$ cat src/design/clts_pkg.sv
// Shared types, transfer codes and cursor helpers for the character-LCD
// terminal sequencer. No dependencies; every other design file imports it.
`default_nettype none

package clts_pkg;

  // Host command codes.
  typedef enum logic [2:0] {
    OP_PUT_CHAR   = 3'd0,
    OP_SET_CURSOR = 3'd1,
    OP_CLEAR      = 3'd2,
    OP_HOME       = 3'd3,
    OP_LOAD_GLYPH = 3'd4,
    OP_INIT       = 3'd5
  } op_e;

  // Kinds of work handed from the front end to the back end.
  typedef enum logic [2:0] {
    JOB_CHAR   = 3'd0,
    JOB_CURSOR = 3'd1,
    JOB_CLEAR  = 3'd2,
    JOB_HOME   = 3'd3,
    JOB_GLYPH  = 3'd4,
    JOB_INIT   = 3'd5
  } job_e;

  // One classified command waiting for the back end.
  typedef struct packed {
    job_e        kind;
    logic [7:0]  first_code;  // character byte or CGRAM address command
    logic        mv_ok;       // a cursor address command follows
    logic [6:0]  mv_addr;     // DDRAM address of that command
    logic [63:0] rows;        // glyph rows, row 0 in the low byte
    logic        backlight;
  } job_t;

  // Configuration register indexes.
  localparam logic [1:0] CFG_LINE_COUNT  = 2'd0;
  localparam logic [1:0] CFG_LINE_LENGTH = 2'd1;
  localparam logic [1:0] CFG_BUSY_WAIT   = 2'd2;

  localparam logic [2:0] LINE_COUNT_RST  = 3'd2;
  localparam logic [4:0] LINE_LENGTH_RST = 5'd16;
  localparam logic [9:0] BUSY_WAIT_RST   = 10'd120;

  // Special characters of put-char.
  localparam logic [7:0] CHAR_NEWLINE = 8'd10;
  localparam logic [7:0] CHAR_TAB     = 8'd9;
  localparam logic [7:0] CHAR_RETURN  = 8'd13;

  // Display command bytes.
  localparam logic [7:0] LCD_SET_DDRAM  = 8'h80;
  localparam logic [7:0] LCD_SET_CGRAM  = 8'h40;
  localparam logic [7:0] LCD_WAKE       = 8'h30;
  localparam logic [7:0] LCD_FUNC_SET   = 8'h28;
  localparam logic [7:0] LCD_DISPLAY_ON = 8'h0D;
  localparam logic [7:0] LCD_CLEAR      = 8'h01;
  localparam logic [7:0] LCD_HOME       = 8'h02;
  localparam logic [7:0] LCD_ENTRY_MODE = 8'h06;

  // DDRAM base address of each line.
  localparam logic [6:0] LINE1_BASE = 7'h00;
  localparam logic [6:0] LINE2_BASE = 7'h40;
  localparam logic [6:0] LINE3_BASE = 7'h14;
  localparam logic [6:0] LINE4_BASE = 7'h54;

  localparam logic [2:0] MAX_LINES = 3'd4;

  // Waits in microseconds.
  localparam logic [16:0] WAIT_POWER_ON_US = 17'd100000;
  localparam logic [9:0]  WAIT_SHORT_US    = 10'd50;
  localparam logic [9:0]  WAIT_LONG_US     = 10'd1000;

  // True when a cursor position lies on the configured display.
  function automatic logic cursor_ok(input logic [2:0] ln, input logic [5:0] col,
                                     input logic [2:0] lc, input logic [4:0] ll);
    cursor_ok = (ln != 3'd0) && (ln <= lc) && (ln <= MAX_LINES) &&
                (col != 6'd0) && (col <= {1'b0, ll});
  endfunction

  // DDRAM address of a valid cursor position.
  function automatic logic [6:0] cursor_addr(input logic [2:0] ln, input logic [5:0] col);
    logic [6:0] base;
    case (ln)
      3'd1:    base = LINE1_BASE;
      3'd2:    base = LINE2_BASE;
      3'd3:    base = LINE3_BASE;
      default: base = LINE4_BASE;
    endcase
    cursor_addr = base + {1'b0, col} - 7'd1;
  endfunction

endpackage

`default_nettype wire

$ cat src/design/clts_front.sv
// Front end: accepts host commands, tracks cursor and backlight, and turns
// each command into at most one job for the queue. Depends on clts_pkg.
`default_nettype none

module clts_front (
  input  logic              clk_i,
  input  logic              rst_ni,
  input  logic [2:0]        line_count_i,
  input  logic [4:0]        line_length_i,
  input  logic              in_valid_i,
  output logic              in_ready_o,
  input  logic [2:0]        op_i,
  input  logic [7:0]        char_code_i,
  input  logic [2:0]        line_i,
  input  logic [5:0]        column_i,
  input  logic [3:0]        glyph_slot_i,
  input  logic [63:0]       pattern_rows_i,
  input  logic              queue_full_i,
  output logic              push_o,
  output clts_pkg::job_t    job_o
);
  import clts_pkg::*;

  logic [2:0] cur_line_q, cur_line_d;
  logic [4:0] cur_col_q, cur_col_d;
  logic       backlight_q, backlight_d;

  logic       accept;
  logic       mv_try, mv_ok;
  logic [2:0] mv_line;
  logic [5:0] mv_col;
  logic       push_always, push_on_move;
  logic [5:0] col_next;
  logic [3:0] line_next;
  job_e       kind;
  logic [7:0] first_code;

  assign in_ready_o = !queue_full_i;
  assign accept     = in_valid_i && in_ready_o;

  // Classify the command and work out the cursor it leaves behind.
  always_comb begin
    cur_line_d   = cur_line_q;
    cur_col_d    = cur_col_q;
    backlight_d  = backlight_q;
    mv_try       = 1'b0;
    mv_line      = cur_line_q;
    mv_col       = 6'd1;
    push_always  = 1'b0;
    push_on_move = 1'b0;
    kind         = JOB_CURSOR;
    first_code   = char_code_i;
    col_next     = 6'd0;
    line_next    = 4'd0;
    case (op_e'(op_i))
      OP_PUT_CHAR: begin
        if (char_code_i == CHAR_NEWLINE) begin
          push_on_move = 1'b1;
          if (cur_line_q < line_count_i) begin
            cur_line_d = cur_line_q + 3'd1;
            mv_try     = 1'b1;
            mv_line    = cur_line_q + 3'd1;
          end
        end else if (char_code_i == CHAR_TAB) begin
          push_on_move = 1'b1;
          col_next = cur_col_q[0] ? {1'b0, cur_col_q} + 6'd1 : {1'b0, cur_col_q} + 6'd2;
          if (col_next < {1'b0, line_length_i}) begin
            mv_try = 1'b1;
            mv_col = col_next;
          end
        end else if (char_code_i == CHAR_RETURN) begin
          push_on_move = 1'b1;
          mv_try       = 1'b1;
        end else begin
          // Printable data; past the end, wrap to the start of the next line, or of line 1.
          kind        = JOB_CHAR;
          push_always = 1'b1;
          col_next    = {1'b0, cur_col_q} + 6'd1;
          if (col_next > {1'b0, line_length_i}) begin
            line_next = {1'b0, cur_line_q} + 4'd1;
            if (line_next > {1'b0, line_count_i}) begin
              line_next = 4'd1;
            end
            cur_col_d  = 5'd1;
            cur_line_d = line_next[2:0];
            mv_try     = 1'b1;
            mv_line    = line_next[2:0];
          end else begin
            cur_col_d = col_next[4:0];
          end
        end
      end
      OP_SET_CURSOR: begin
        push_on_move = 1'b1;
        mv_try       = 1'b1;
        mv_line      = line_i;
        mv_col       = column_i;
      end
      OP_CLEAR: begin
        kind        = JOB_CLEAR;
        push_always = 1'b1;
        cur_line_d  = 3'd1;
        cur_col_d   = 5'd1;
      end
      OP_HOME: begin
        kind        = JOB_HOME;
        push_always = 1'b1;
        cur_line_d  = 3'd1;
        cur_col_d   = 5'd1;
      end
      OP_LOAD_GLYPH: begin
        if (!glyph_slot_i[3]) begin
          kind        = JOB_GLYPH;
          push_always = 1'b1;
          first_code  = LCD_SET_CGRAM | {2'b00, glyph_slot_i[2:0], 3'b000};
          mv_try      = 1'b1;
          mv_col      = {1'b0, cur_col_q};
        end
      end
      OP_INIT: begin
        kind        = JOB_INIT;
        push_always = 1'b1;
        backlight_d = 1'b1;
      end
      default: begin
      end
    endcase

    // A cursor move that passes the check sets the cursor to its target.
    mv_ok = mv_try && cursor_ok(mv_line, mv_col, line_count_i, line_length_i);
    if (mv_ok) begin
      cur_line_d = mv_line;
      cur_col_d  = mv_col[4:0];
    end
  end

  assign push_o = accept && (push_always || (push_on_move && mv_ok));

  always_comb begin
    job_o.kind       = kind;
    job_o.first_code = first_code;
    job_o.mv_ok      = mv_ok;
    job_o.mv_addr    = cursor_addr(mv_line, mv_col);
    job_o.rows       = pattern_rows_i;
    job_o.backlight  = backlight_d;
  end

  // Cursor and backlight state, updated on each accepted transaction.
  always_ff @(posedge clk_i or negedge rst_ni) begin
    if (!rst_ni) begin
      cur_line_q  <= 3'd1;
      cur_col_q   <= 5'd1;
      backlight_q <= 1'b0;
    end else if (accept) begin
      cur_line_q  <= cur_line_d;
      cur_col_q   <= cur_col_d;
      backlight_q <= backlight_d;
    end
  end

endmodule

`default_nettype wire

$ cat src/design/clts_queue.sv
// Short job queue between the front end and the back end.
// Depends on clts_pkg for the job type.
`default_nettype none

module clts_queue #(
  parameter int unsigned Depth = 2
) (
  input  logic           clk_i,
  input  logic           rst_ni,
  input  logic           push_i,
  input  clts_pkg::job_t job_i,
  output logic           full_o,
  input  logic           pop_i,
  output logic           head_valid_o,
  output clts_pkg::job_t head_o
);
  import clts_pkg::*;

  localparam int unsigned PtrW = (Depth > 1) ? $clog2(Depth) : 1;
  localparam int unsigned CntW = $clog2(Depth + 1);

  job_t            entries_q [Depth];
  logic [PtrW-1:0] wr_ptr_q, wr_ptr_d;
  logic [PtrW-1:0] rd_ptr_q, rd_ptr_d;
  logic [CntW-1:0] count_q, count_d;

  assign full_o       = (count_q == CntW'(Depth));
  assign head_valid_o = (count_q != '0);
  assign head_o       = entries_q[rd_ptr_q];

  // Pointer and fill count bookkeeping.
  always_comb begin
    wr_ptr_d = wr_ptr_q;
    rd_ptr_d = rd_ptr_q;
    count_d  = count_q;
    if (push_i) begin
      wr_ptr_d = (wr_ptr_q == PtrW'(Depth - 1)) ? '0 : wr_ptr_q + PtrW'(1);
    end
    if (pop_i) begin
      rd_ptr_d = (rd_ptr_q == PtrW'(Depth - 1)) ? '0 : rd_ptr_q + PtrW'(1);
    end
    if (push_i && !pop_i) begin
      count_d = count_q + CntW'(1);
    end else if (pop_i && !push_i) begin
      count_d = count_q - CntW'(1);
    end
  end

  always_ff @(posedge clk_i or negedge rst_ni) begin
    if (!rst_ni) begin
      wr_ptr_q <= '0;
      rd_ptr_q <= '0;
      count_q  <= '0;
    end else begin
      wr_ptr_q <= wr_ptr_d;
      rd_ptr_q <= rd_ptr_d;
      count_q  <= count_d;
    end
  end

  // Entry storage.
  always_ff @(posedge clk_i) begin
    if (push_i) begin
      entries_q[wr_ptr_q] <= job_i;
    end
  end

`ifndef ASSERT_OFF
  assert property (@(posedge clk_i) disable iff (!rst_ni) push_i |-> !full_o)
    else $error("queue written while full");
  assert property (@(posedge clk_i) disable iff (!rst_ni) pop_i |-> head_valid_o)
    else $error("queue read while empty");
  assert property (@(posedge clk_i) disable iff (!rst_ni) count_q <= CntW'(Depth))
    else $error("queue fill count out of range");
`endif

endmodule

`default_nettype wire

$ cat src/design/clts_back.sv
// Back end: expands each queued job into display transfers, one per cycle
// unless the output stalls, into an output register. Depends on clts_pkg.
`default_nettype none

module clts_back (
  input  logic           clk_i,
  input  logic           rst_ni,
  input  logic [9:0]     busy_wait_i,
  input  logic           head_valid_i,
  input  clts_pkg::job_t head_i,
  output logic           pop_o,
  output logic           out_valid_o,
  input  logic           out_ready_i,
  output logic           reg_select_o,
  output logic [7:0]     code_o,
  output logic           high_nibble_only_o,
  output logic [16:0]    wait_before_us_o,
  output logic [9:0]     wait_after_us_o,
  output logic           backlight_o,
  output logic           last_o
);
  import clts_pkg::*;

  logic [3:0]  step_q, step_d;
  logic        out_valid_q;
  logic        load;

  logic        rs;
  logic [7:0]  code;
  logic        hno;
  logic [16:0] wait_before;
  logic [9:0]  wait_after;
  logic        xfer_last;
  logic [2:0]  row_sel;
  logic [7:0]  cursor_cmd;

  logic        reg_select_q;
  logic [7:0]  code_q;
  logic        hno_q;
  logic [16:0] wait_before_q;
  logic [9:0]  wait_after_q;
  logic        backlight_q;
  logic        last_q;

  assign load       = head_valid_i && (!out_valid_q || out_ready_i);
  assign row_sel    = step_q[2:0] - 3'd1;
  assign cursor_cmd = LCD_SET_DDRAM | {1'b0, head_i.mv_addr};

  // Transfer for the current step of the job at the queue head.
  always_comb begin
    rs          = 1'b0;
    code        = cursor_cmd;
    hno         = 1'b0;
    wait_before = {7'd0, busy_wait_i};
    wait_after  = 10'd0;
    xfer_last   = 1'b1;
    case (head_i.kind)
      JOB_CHAR: begin
        if (step_q == 4'd0) begin
          rs        = 1'b1;
          code      = head_i.first_code;
          xfer_last = !head_i.mv_ok;
        end
      end
      JOB_CURSOR: begin
      end
      JOB_CLEAR: begin
        code       = LCD_CLEAR;
        wait_after = WAIT_SHORT_US;
      end
      JOB_HOME: begin
        code = LCD_HOME;
      end
      JOB_GLYPH: begin
        if (step_q == 4'd0) begin
          code      = head_i.first_code;
          xfer_last = 1'b0;
        end else if (step_q <= 4'd8) begin
          rs        = 1'b1;
          code      = head_i.rows[{row_sel, 3'b000} +: 8];
          xfer_last = (step_q == 4'd8) && !head_i.mv_ok;
        end
      end
      JOB_INIT: begin
        xfer_last = 1'b0;
        case (step_q)
          4'd0: begin
            code        = LCD_WAKE;
            hno         = 1'b1;
            wait_before = WAIT_POWER_ON_US;
            wait_after  = WAIT_SHORT_US;
          end
          4'd1, 4'd2: begin
            code        = LCD_FUNC_SET;
            wait_before = 17'd0;
            wait_after  = WAIT_SHORT_US;
          end
          4'd3: begin
            code = LCD_DISPLAY_ON;
          end
          4'd4: begin
            code = LCD_CLEAR;
          end
          default: begin
            code       = LCD_ENTRY_MODE;
            wait_after = WAIT_LONG_US;
            xfer_last  = 1'b1;
          end
        endcase
      end
      default: begin
      end
    endcase
  end

  // Step counter; the job leaves the queue with its final transfer.
  always_comb begin
    step_d = step_q;
    pop_o  = 1'b0;
    if (load) begin
      if (xfer_last) begin
        step_d = 4'd0;
        pop_o  = 1'b1;
      end else begin
        step_d = step_q + 4'd1;
      end
    end
  end

  always_ff @(posedge clk_i or negedge rst_ni) begin
    if (!rst_ni) begin
      step_q      <= 4'd0;
      out_valid_q <= 1'b0;
    end else begin
      step_q <= step_d;
      if (load) begin
        out_valid_q <= 1'b1;
      end else if (out_ready_i) begin
        out_valid_q <= 1'b0;
      end
    end
  end

  // Output register payload.
  always_ff @(posedge clk_i) begin
    if (load) begin
      reg_select_q  <= rs;
      code_q        <= code;
      hno_q         <= hno;
      wait_before_q <= wait_before;
      wait_after_q  <= wait_after;
      backlight_q   <= head_i.backlight;
      last_q        <= xfer_last;
    end
  end

  assign out_valid_o        = out_valid_q;
  assign reg_select_o       = reg_select_q;
  assign code_o             = code_q;
  assign high_nibble_only_o = hno_q;
  assign wait_before_us_o   = wait_before_q;
  assign wait_after_us_o    = wait_after_q;
  assign backlight_o        = backlight_q;
  assign last_o             = last_q;

`ifndef ASSERT_OFF
  assert property (@(posedge clk_i) disable iff (!rst_ni) (step_q != 4'd0) |-> head_valid_i)
    else $error("sequencer mid-job without a queued job");
  assert property (@(posedge clk_i) disable iff (!rst_ni) step_q <= 4'd9)
    else $error("sequencer step out of range");
  assert property (@(posedge clk_i) disable iff (!rst_ni) (load && xfer_last) |=> step_q == 4'd0)
    else $error("step counter not cleared after final transfer");
`endif

endmodule

`default_nettype wire

$ cat src/design/char_lcd_terminal_sequencer_core.sv
// Character-LCD terminal sequencer, 4-bit HD44780-style bus. Each accepted
// command yields zero to ten display transfers, each a register select, a
// byte, a high-nibble-only flag, waits before and after, the backlight level
// and a last flag on the final transfer of the command. The front end takes
// one command per cycle while its job queue (QueueDepth entries) has room;
// the back end sends one transfer per cycle unless the output stalls, so a
// command yields 1 transfer (put char, set cursor, clear, home), 1 or 2
// (wrapping put char), 9 or 10 (glyph load) or 6 (init). Each job passes
// the job queue, then the output register. Commands with no transfer
// (dropped cursor moves, bad glyph slots, unused opcodes) are never queued.
// Configuration must be written while no transfer is pending.
`default_nettype none

module char_lcd_terminal_sequencer_core #(
  parameter int unsigned QueueDepth = 2
) (
  input  logic        clk_i,
  input  logic        rst_ni,
  input  logic        cfg_we_i,
  input  logic [1:0]  cfg_index_i,
  input  logic [9:0]  cfg_data_i,
  input  logic        in_valid_i,
  output logic        in_ready_o,
  input  logic [2:0]  op_i,
  input  logic [7:0]  char_code_i,
  input  logic [2:0]  line_i,
  input  logic [5:0]  column_i,
  input  logic [3:0]  glyph_slot_i,
  input  logic [63:0] pattern_rows_i,
  output logic        out_valid_o,
  input  logic        out_ready_i,
  output logic        reg_select_o,
  output logic [7:0]  code_o,
  output logic        high_nibble_only_o,
  output logic [16:0] wait_before_us_o,
  output logic [9:0]  wait_after_us_o,
  output logic        backlight_o,
  output logic        last_o
);
  import clts_pkg::*;

  logic [2:0] line_count_q;
  logic [4:0] line_length_q;
  logic [9:0] busy_wait_q;

  logic  push, full, pop, head_valid;
  job_t  push_job, head_job;

  // Configuration registers.
  always_ff @(posedge clk_i or negedge rst_ni) begin
    if (!rst_ni) begin
      line_count_q  <= LINE_COUNT_RST;
      line_length_q <= LINE_LENGTH_RST;
      busy_wait_q   <= BUSY_WAIT_RST;
    end else if (cfg_we_i) begin
      case (cfg_index_i)
        CFG_LINE_COUNT:  line_count_q  <= cfg_data_i[2:0];
        CFG_LINE_LENGTH: line_length_q <= cfg_data_i[4:0];
        CFG_BUSY_WAIT:   busy_wait_q   <= cfg_data_i;
        default: begin
        end
      endcase
    end
  end

  clts_front u_front (
    .clk_i          (clk_i),
    .rst_ni         (rst_ni),
    .line_count_i   (line_count_q),
    .line_length_i  (line_length_q),
    .in_valid_i     (in_valid_i),
    .in_ready_o     (in_ready_o),
    .op_i           (op_i),
    .char_code_i    (char_code_i),
    .line_i         (line_i),
    .column_i       (column_i),
    .glyph_slot_i   (glyph_slot_i),
    .pattern_rows_i (pattern_rows_i),
    .queue_full_i   (full),
    .push_o         (push),
    .job_o          (push_job)
  );

  clts_queue #(
    .Depth (QueueDepth)
  ) u_queue (
    .clk_i        (clk_i),
    .rst_ni       (rst_ni),
    .push_i       (push),
    .job_i        (push_job),
    .full_o       (full),
    .pop_i        (pop),
    .head_valid_o (head_valid),
    .head_o       (head_job)
  );

  clts_back u_back (
    .clk_i              (clk_i),
    .rst_ni             (rst_ni),
    .busy_wait_i        (busy_wait_q),
    .head_valid_i       (head_valid),
    .head_i             (head_job),
    .pop_o              (pop),
    .out_valid_o        (out_valid_o),
    .out_ready_i        (out_ready_i),
    .reg_select_o       (reg_select_o),
    .code_o             (code_o),
    .high_nibble_only_o (high_nibble_only_o),
    .wait_before_us_o   (wait_before_us_o),
    .wait_after_us_o    (wait_after_us_o),
    .backlight_o        (backlight_o),
    .last_o             (last_o)
  );

endmodule

`default_nettype wire

$ cat config.mk
export PLATFORM = sky130hd
export DESIGN_NAME = char_lcd_terminal_sequencer_core
export DESIGN_NICKNAME = d
export VERILOG_FILES = /design/src/design/clts_pkg.sv /design/src/design/clts_front.sv /design/src/design/clts_queue.sv /design/src/design/clts_back.sv /design/src/design/char_lcd_terminal_sequencer_core.sv
export SDC_FILE = /design/constraint.sdc
export NUM_CORES = 1
export LEC_CHECK = 0
export BUFFER_PORTS_ARGS = -buffer_cell sky130_fd_sc_hd__buf_2
export CORE_MARGIN = 2
export CORE_UTILIZATION = 33
export DETAILED_ROUTE_END_ITERATION = 10
export GPL_TIMING_DRIVEN = 0
export PLACE_DENSITY = 0.61
export SYNTH_ARGS = -nofsm -noshare
export SYNTH_HDL_FRONTEND = slang
export SYNTH_SLANG_ARGS = --single-unit
$ cat constraint.sdc
create_clock -name clk_i -period 9.15 [get_ports clk_i]
set_clock_uncertainty 0.15 [all_clocks]
set_input_delay 0.915 -clock clk_i [delete_from_list [all_inputs] [get_ports clk_i]]
set_output_delay 0.915 -clock clk_i [all_outputs]
set_load 0.005 [all_outputs]
Yosys cells after proc, flatten, opt, wreduce, memory -nomap -nowiden --
Memory sizes are Yosys's and may differ from the RTL's. Cells that the tools add are included.
Word-level totals: bits in writable memories 168, word-level logic and storage cells 182, register bits after elaboration 75, memories kept 1, output and inout bits 41, input port bits 105
Memories:
- u_queue.entries_q | words 2, bits a word 84, rd ports 1, clocked after Yosys merged registers in 0, wr ports 1, line clts_queue.sv:22 | job_t entries_q [Depth];
Operators by class: $add $sub $neg 12, reductions and logical operators 40, order comparisons 8, equal/unequal tests 26, shift-type cells 1, mux-type cells 75
Operator list (number):
- $shiftx 64x7->8 | 1
- $mux 8 | 5
- $pmux 10 s2 | 2
- $pmux 8 s5 | 1
- $pmux 17 s2 | 1
- $mux 1 | 30
- $mux 3 | 10
- $mux 5 | 6
- $eq 8x4->1 const B | 3
- $mux 6 | 4
- $pmux 6 s4 | 1
- $pmux 7 s3 | 1
- $eq 3x2->1 const B | 6
- $pmux 6 s3 | 1
- $pmux 3 s5 | 1
- $eq 3x3->1 const B | 4
- $logic_and 1x1->1 | 12
- $pmux 3 s2 | 2
- $mux 10 | 1
- $pmux 5 s2 | 1
- $ne 3x2->1 const B | 3
- $pmux 1 s3 | 3
- $eq 4x2->1 const B | 2
- $reduce_and 2->1 | 4
- 40 further kinds | 57

Longest topological paths before layout --
depth in word-level cells 21, depth in mapped cells 26, mapped depth without buffers 26

Hierarchy --
From an unflattened synthesis, not the netlist that was laid out.
Unflattened totals: cell total of the unflattened synthesis 927, area, all modules 12144.1 um2
Modules (own cells, without submodules):
- clts_queue | cells each 277, area each 6258.5 um2, sequential area each 5144.9 um2, instances 1
- clts_front | cells each 352, area each 2685.1 um2, sequential area each 227.7 um2, instances 1
- clts_back | cells each 258, area each 2463.6 um2, sequential area each 875.8 um2, instances 1
- char_lcd_terminal_sequencer_core | cells each 40, area each 737.0 um2, sequential area each 457.9 um2, instances 1

Least setup slack after synthesis --
OpenSTA, ideal clock, no wires.
path type flip-flop to flip-flop, start point reg u_front.cur_col_q[0], end point mem u_queue.entries_q[0][0] (netlist name) (enable), stages on the path, launching flop included 23, data arrival time 7.482 ns, path slack 0.991 ns, buffers on the path 1, data required time 8.473 ns, library setup time 0.527 ns, period minus slack after synthesis 8.159 ns, cell sequence dfstp_2 > buf_2 > inv_1 > ha_1 > or2_2 > ha_1 > nor2b_1 > o31ai_1 > nand4b_1 > nor3_2 > a21oi_1 > inv_1 > ha_1 > a21oi_1 > o21ai_0 > a21o_1 > a21oi_1 > a31oi_1 > nor4_2 > o311ai_4 > a211oi_1 > o21ai_1 > nor2_1
Between the ends: word-level cells in the longest chain between the ends 18, elaborated cells on any way between the ends 36, classes of those cells add/sub (2); order compare (5); mux (19); reduce/logical (10)
Ends and longest elaborated chain:
- start, declared | line clts_front.sv:25 | logic [4:0] cur_col_q, cur_col_d;
- start signal, assigned | line clts_front.sv:156 | cur_col_q <= cur_col_d;
- $add 5x1->6 | line clts_front.sv:66, clts_front.sv:78
- $gt 6x5->1 | line clts_front.sv:79 | if (col_next > {1'b0, line_length_i}) begin
- $mux 3 | line clts_front.sv:79
- $mux 3 | line clts_front.sv:71 | end else if (char_code_i == CHAR_RETURN) begin
- $mux 3 | line clts_front.sv:64 | end else if (char_code_i == CHAR_TAB) begin
- $mux 3 | line clts_front.sv:57 | if (char_code_i == CHAR_NEWLINE) begin
- $pmux 3 s2 | line clts_front.sv:55 | case (op_e'(op_i))
- $le 3x3->1 / $reduce_bool 3->1 (equally long branches) | line clts_pkg.sv:77 | cursor_ok = (ln != 3'd0) && (ln <= lc) && (ln <= MAX_LINES) &&
- $logic_and 1x1->1 (3 in a row) | line clts_pkg.sv:77
- $logic_and 1x1->1 | line clts_pkg.sv:78 | (col != 6'd0) && (col <= {1'b0, ll});
- $logic_and 1x1->1 (*) | line clts_front.sv:130 | mv_ok = mv_try && cursor_ok(mv_line, mv_col, line_count_i, line_length_i);
- $logic_and 1x1->1 (*) | line clts_front.sv:137 | assign push_o = accept && (push_always || (push_on_move && mv_ok));
- $logic_or 1x1->1 (*) | line clts_front.sv:137
- $logic_and 1x1->1 (*) | line clts_front.sv:137
- $mux 1 (*) | line clts_queue.sv:63 | if (push_i) begin
- $mux 1 (implied by the code) (*) | line clts_queue.sv:64 | entries_q[wr_ptr_q] <= job_i;
- end, declared | line clts_queue.sv:22
Mark *: on every way between the ends. The rest lies on a longest branch, timed or not.

Worst setup path in the final report --
start point reg u_front.cur_col_q[0], end point mem u_queue.entries_q[1][52] (netlist name) (enable)
Same word-level chain as after synthesis.

==> impl_summary.md <==
Routing
In this run the remaining antenna-violating nets after routing total 0. The DRC violation count after routing is 0. The final layout contains routed wiring with a total length of 25,400 microns. The total via count in the routed design is 6,811. Dividing the detail-routed wire length by the instance count gives 18.5 microns. The ratio of routed vias to standard cells is 4.95. The detailed router finished its first iteration with 544 violations. The length of the first detailed-routing pass in iterations is 5.

CTS
The clock sink count is 229. Once the clock tree was built, the setup fixing pass inserted 0 buffers. CTS built an H-tree with a depth of 1. CTS placed an instance of clkbuf_16 at the clock tree root. The CTS clock-pin slew for the worst setup and hold paths is 0.06 ns. Clock latency on the worst-skew pair, taken at its later pin, is 0.54 ns. The count of hold-fix buffers inserted at cts is 0. Counting the buffers created by CTS gives 26. TritonCTS built the clock tree. The count of cells resized by post-cts repair is 0.

No sink is reached through more buffers than the 3 on the longest clock path.

Power
Sequential cells burn 36.0% of the power. The power density normalized to cell area is 316 mW/mm^2. The completed layout was analyzed and its total power is 4.17 mW. The leakage dissipation is 5.01 nW. Net switching is 34.1% of the power. In this run, the combinational gates consume 40.0% of the power. Of the total power, the clock network draws 24.0%. The internal power of the cells totals 2.75 mW. VDD sags by at most 0.000139 V. Summed over all nets, the switching power comes to 1.42 mW.

Synthesis
The most instantiated library cell after synthesis is edfxtp_1. After synthesis, the cell types taking the most area are edfxtp_1 53%, mux4_2 8.8%, dfrtp_1 6.4%. Of the post-synthesis cell area, the dominant cell type holds 53.0%. Ranked by instance count, the synthesized netlist is headed by 193 x edfxtp_1, 43 x mux4_2, 40 x ha_1, 36 x nand2_1. The share of synthesized flip-flops with an asynchronous set or reset is 15.7%. The number of unique standard cell types used by synthesis is 72. Yosys mapped a number of flops with a built-in enable equal to 193. The count of warnings emitted by yosys is 0. The sequential share of the synthesized area is 61.3%. The post-synthesis instance total is 735. The most used flip-flop cell after synthesis is edfxtp_1. The biggest area contributor in the post-synthesis netlist is edfxtp_1.

After synthesis the netlist holds a flip-flop and latch count of 229. The cell area after technology mapping is 0.0109 sq mm. Each instance of the synthesized netlist takes up on average 14.9 sq um.

Layout
The area used by multi-input combinational logic is 0.00397 sq mm. At the end of the flow, the number of nets in the layout was 1,060. Fill cells in the final layout number 3,051. The fraction of final layout cells sized beyond drive strength 1 is 32.7%. From synthesis to final layout, the design area changed by 20.8%. The area of all placed cells without fillers is 0.0132 sq mm.

Across the whole layout, storage elements account for 0.00671 sq mm. The core occupancy in the finished layout is 40.5%.

Global route
The number of global-route vias before repair came to 6,843. The global routing usage on met1 is 20.6%. The initial antenna violation count was 4. The total overflow reported by the global router is 0. The layer with the highest usage is met2. Global routing used 2.82% of the available met3 tracks. The first-pass GRT wire length is 39,400 microns. Global routing consumed, on the met2 layer, 24.2% of the routing resources.

The pin count of the biggest net entering global routing is 37. Global routing used 14.9% of the available tracks.

Timing
Dividing the final minimum period by the clock period gives 70.4%. The number of hold violations in the final report is 0. The normalized max-slew margin is 38.4%. For the pin with the worst max-slew slack, the measured transition is 0.925 ns.

Setup repair after global routing left no endpoint under its margin. The top achievable clock speed is 155 MHz. The final max-slew violation count came to 0.

The smallest clock period supported by the final layout is computed as 6.44 ns. Setup violations remaining at the end of the flow were counted as 0. Adding up every negative setup slack in the final design gives 0 ns.

Critical path
For the worst setup path, the data arrival time is 6.53 ns. The worst setup path is launched from a register. The required time of the critical path is 9.24 ns. Of all nets on the critical path, the largest fanout is 27.

The type of the worst setup path is reg -> reg. The register-to-register setup slack is 2.71 ns. The type of destination of the critical path is a register.

Die
The die footprint is 0.0346 sq mm. The vertical extent of the die is 186 microns. The effective utilization at floorplan is 33.6%. 146 I/O pins were placed. The area inside the core boundary is 0.0326 sq mm.

The cell row count is 66. The horizontal die dimension is 186 microns.

Placed design
The count of buffers inserted at the top-level ports is 139. In this run the cell area measured after placement is 0.0124 sq mm. Routability-driven placement finished with a final weighted congestion of 0.854. After legalization and detailed placement, the total HPWL measured 19,000 microns.

Run status
The run finished with clean final reports.

Worst hold path
The worst hold-check path type is reg -> reg.

Job
The tool flagged a number of max-cap violations equal to 0.
==> layer usage <==
| metal | share of wire [%] | wire, microns |
|---|---|---|
| met1 | 45 | 11600 |
| met5 | 0.090 | 23 |
| met4 | 1.7 | 426 |
| met3 | 5.7 | 1460 |
| met2 | 47 | 12000 |
==> worst max-delay path: stages (launching register included) <==
cell and delay (ns):
dfstp_2 0.56, buf_2 0.21, inv_1 0.08, ha_1 0.19
or2_2 0.29, ha_1 0.27, nor2b_1 0.13, o31ai_1 0.27
nand4b_1 0.20, nor3_2 0.31, nand2_1 0.10, nand2_1 0.26
ha_1 0.30, nand2_1 0.07, o21ai_0 0.06, a21o_1 0.18
a21oi_1 0.13, a31oi_1 0.08, nor4_2 0.36, o311ai_4 0.19
a211oi_1 0.21, o21ai_1 0.27, nor2_4 0.56, buf_12 0.27
buf_16 0.19, buf_12 0.21
==> layout by cell type, fill, tap and decap left out, drive strengths merged, types with 7 or more instances in the layout <==
cell type / synthesis / layout
clkinv: 0 / 7
clkbuf: 14 / 48
dfstp: 8 / 8
buf: 25 / 171
xor2: 7 / 7
nand2: 37 / 37
edfxtp: 193 / 193
a21oi: 35 / 35
a22oi: 7 / 7
inv: 26 / 28
nand2b: 11 / 11
o21ai: 22 / 22
mux2: 24 / 24
nor2: 35 / 35
o211ai: 7 / 7
nor2b: 18 / 18
ha: 40 / 40
xnor2: 10 / 10
a21o: 12 / 12
nand3: 13 / 13
dfrtp: 28 / 28
mux2i: 22 / 22
mux4: 43 / 43
and2: 10 / 10
==> worst paths after layout <==
| check | start | endpoint | depth (start not counted) |
|---|---|---|---|
| max | u_front.cur_col_q[0]$_DFFE_PN1P_ | u_queue.entries_q[1][52]$_DFFE_PP_ | 25 |
| min | u_front.backlight_q$_DFFE_PN0P_ | u_front.backlight_q$_DFFE_PN0P_ | 1 |
| max reg2reg | u_front.cur_col_q[0]$_DFFE_PN1P_ | u_queue.entries_q[1][52]$_DFFE_PP_ | 25 |
| min reg2reg | u_front.backlight_q$_DFFE_PN0P_ | u_front.backlight_q$_DFFE_PN0P_ | 1 |
| max in group asynchronous | rst_ni | u_front.cur_line_q[2]$_DFFE_PN0P_ | 1 |
| min in group asynchronous | rst_ni | busy_wait_q[8]$_DFFE_PN0P_ | 1 |
==> power groups by stage <==
stage | clock network (mW) | registers [mW] | logic, mW
after floorplan | 0 | 1.52 | 1.16
after global placement | 0 | 1.54 | 1.62
after detailed placement | 0 | 1.53 | 1.68
after CTS | 1.03 | 1.51 | 1.69
after global routing | 1.07 | 1.52 | 1.86
final | 1.00 | 1.50 | 1.67
==> flip-flops by register name (all words and copies together), names as in the netlist, 2 cells and up <==
signal,count
u_queue.entries_q,168
busy_wait_q,10
u_back.code_o,8
u_back.step_q,4
line_length_q,5
u_front.cur_line_q,3
u_queue.count_q,2
u_back.wait_before_us_o,11
line_count_q,3
u_back.wait_after_us_o,3
u_front.cur_col_q,5
==> through the flow <==
| step | cells | worst slack, ns | hold WS, ns |
|---|---|---|---|
| floorplan | 740 | 0.991 | 0.293 |
| global placement | 1321 | -1.93 | 0.306 |
| detailed placement | 1328 | 2.71 | 0.313 |
| CTS | 1373 | 2.69 | 0.326 |
| global route | 1373 | 2.22 | 0.333 |
| finish | 1375 | 2.71 | 0.327 |
==> kinds of logic after synthesis <==
family / count (synthesis) / synth area share [%]
and+or+nand+nor: 161 / 7.81
muxes: 89 / 13.3
buffers and inverters: 65 / 2.79
AOI/OAI and AO/OA: 132 / 8.64
other: 1 / 0.0343
adders and majority gates: 41 / 4.76
xor gates and xnor gates: 17 / 1.36
DFF: 229 / 61.3
==> layout make-up <==
cell class / instances / area share (%)
antenna: 2 / 0.0378
multi-input combinational: 446 / 30.0
clock buffer: 34 / 5.53
timing repair buffer: 146 / 6.37
inverter: 26 / 0.738
tap: 442 / 4.18
sequential: 229 / 50.7
clock inverter: 11 / 0.804
buffer: 39 / 1.58
Power figures use the tool's default switching activity.
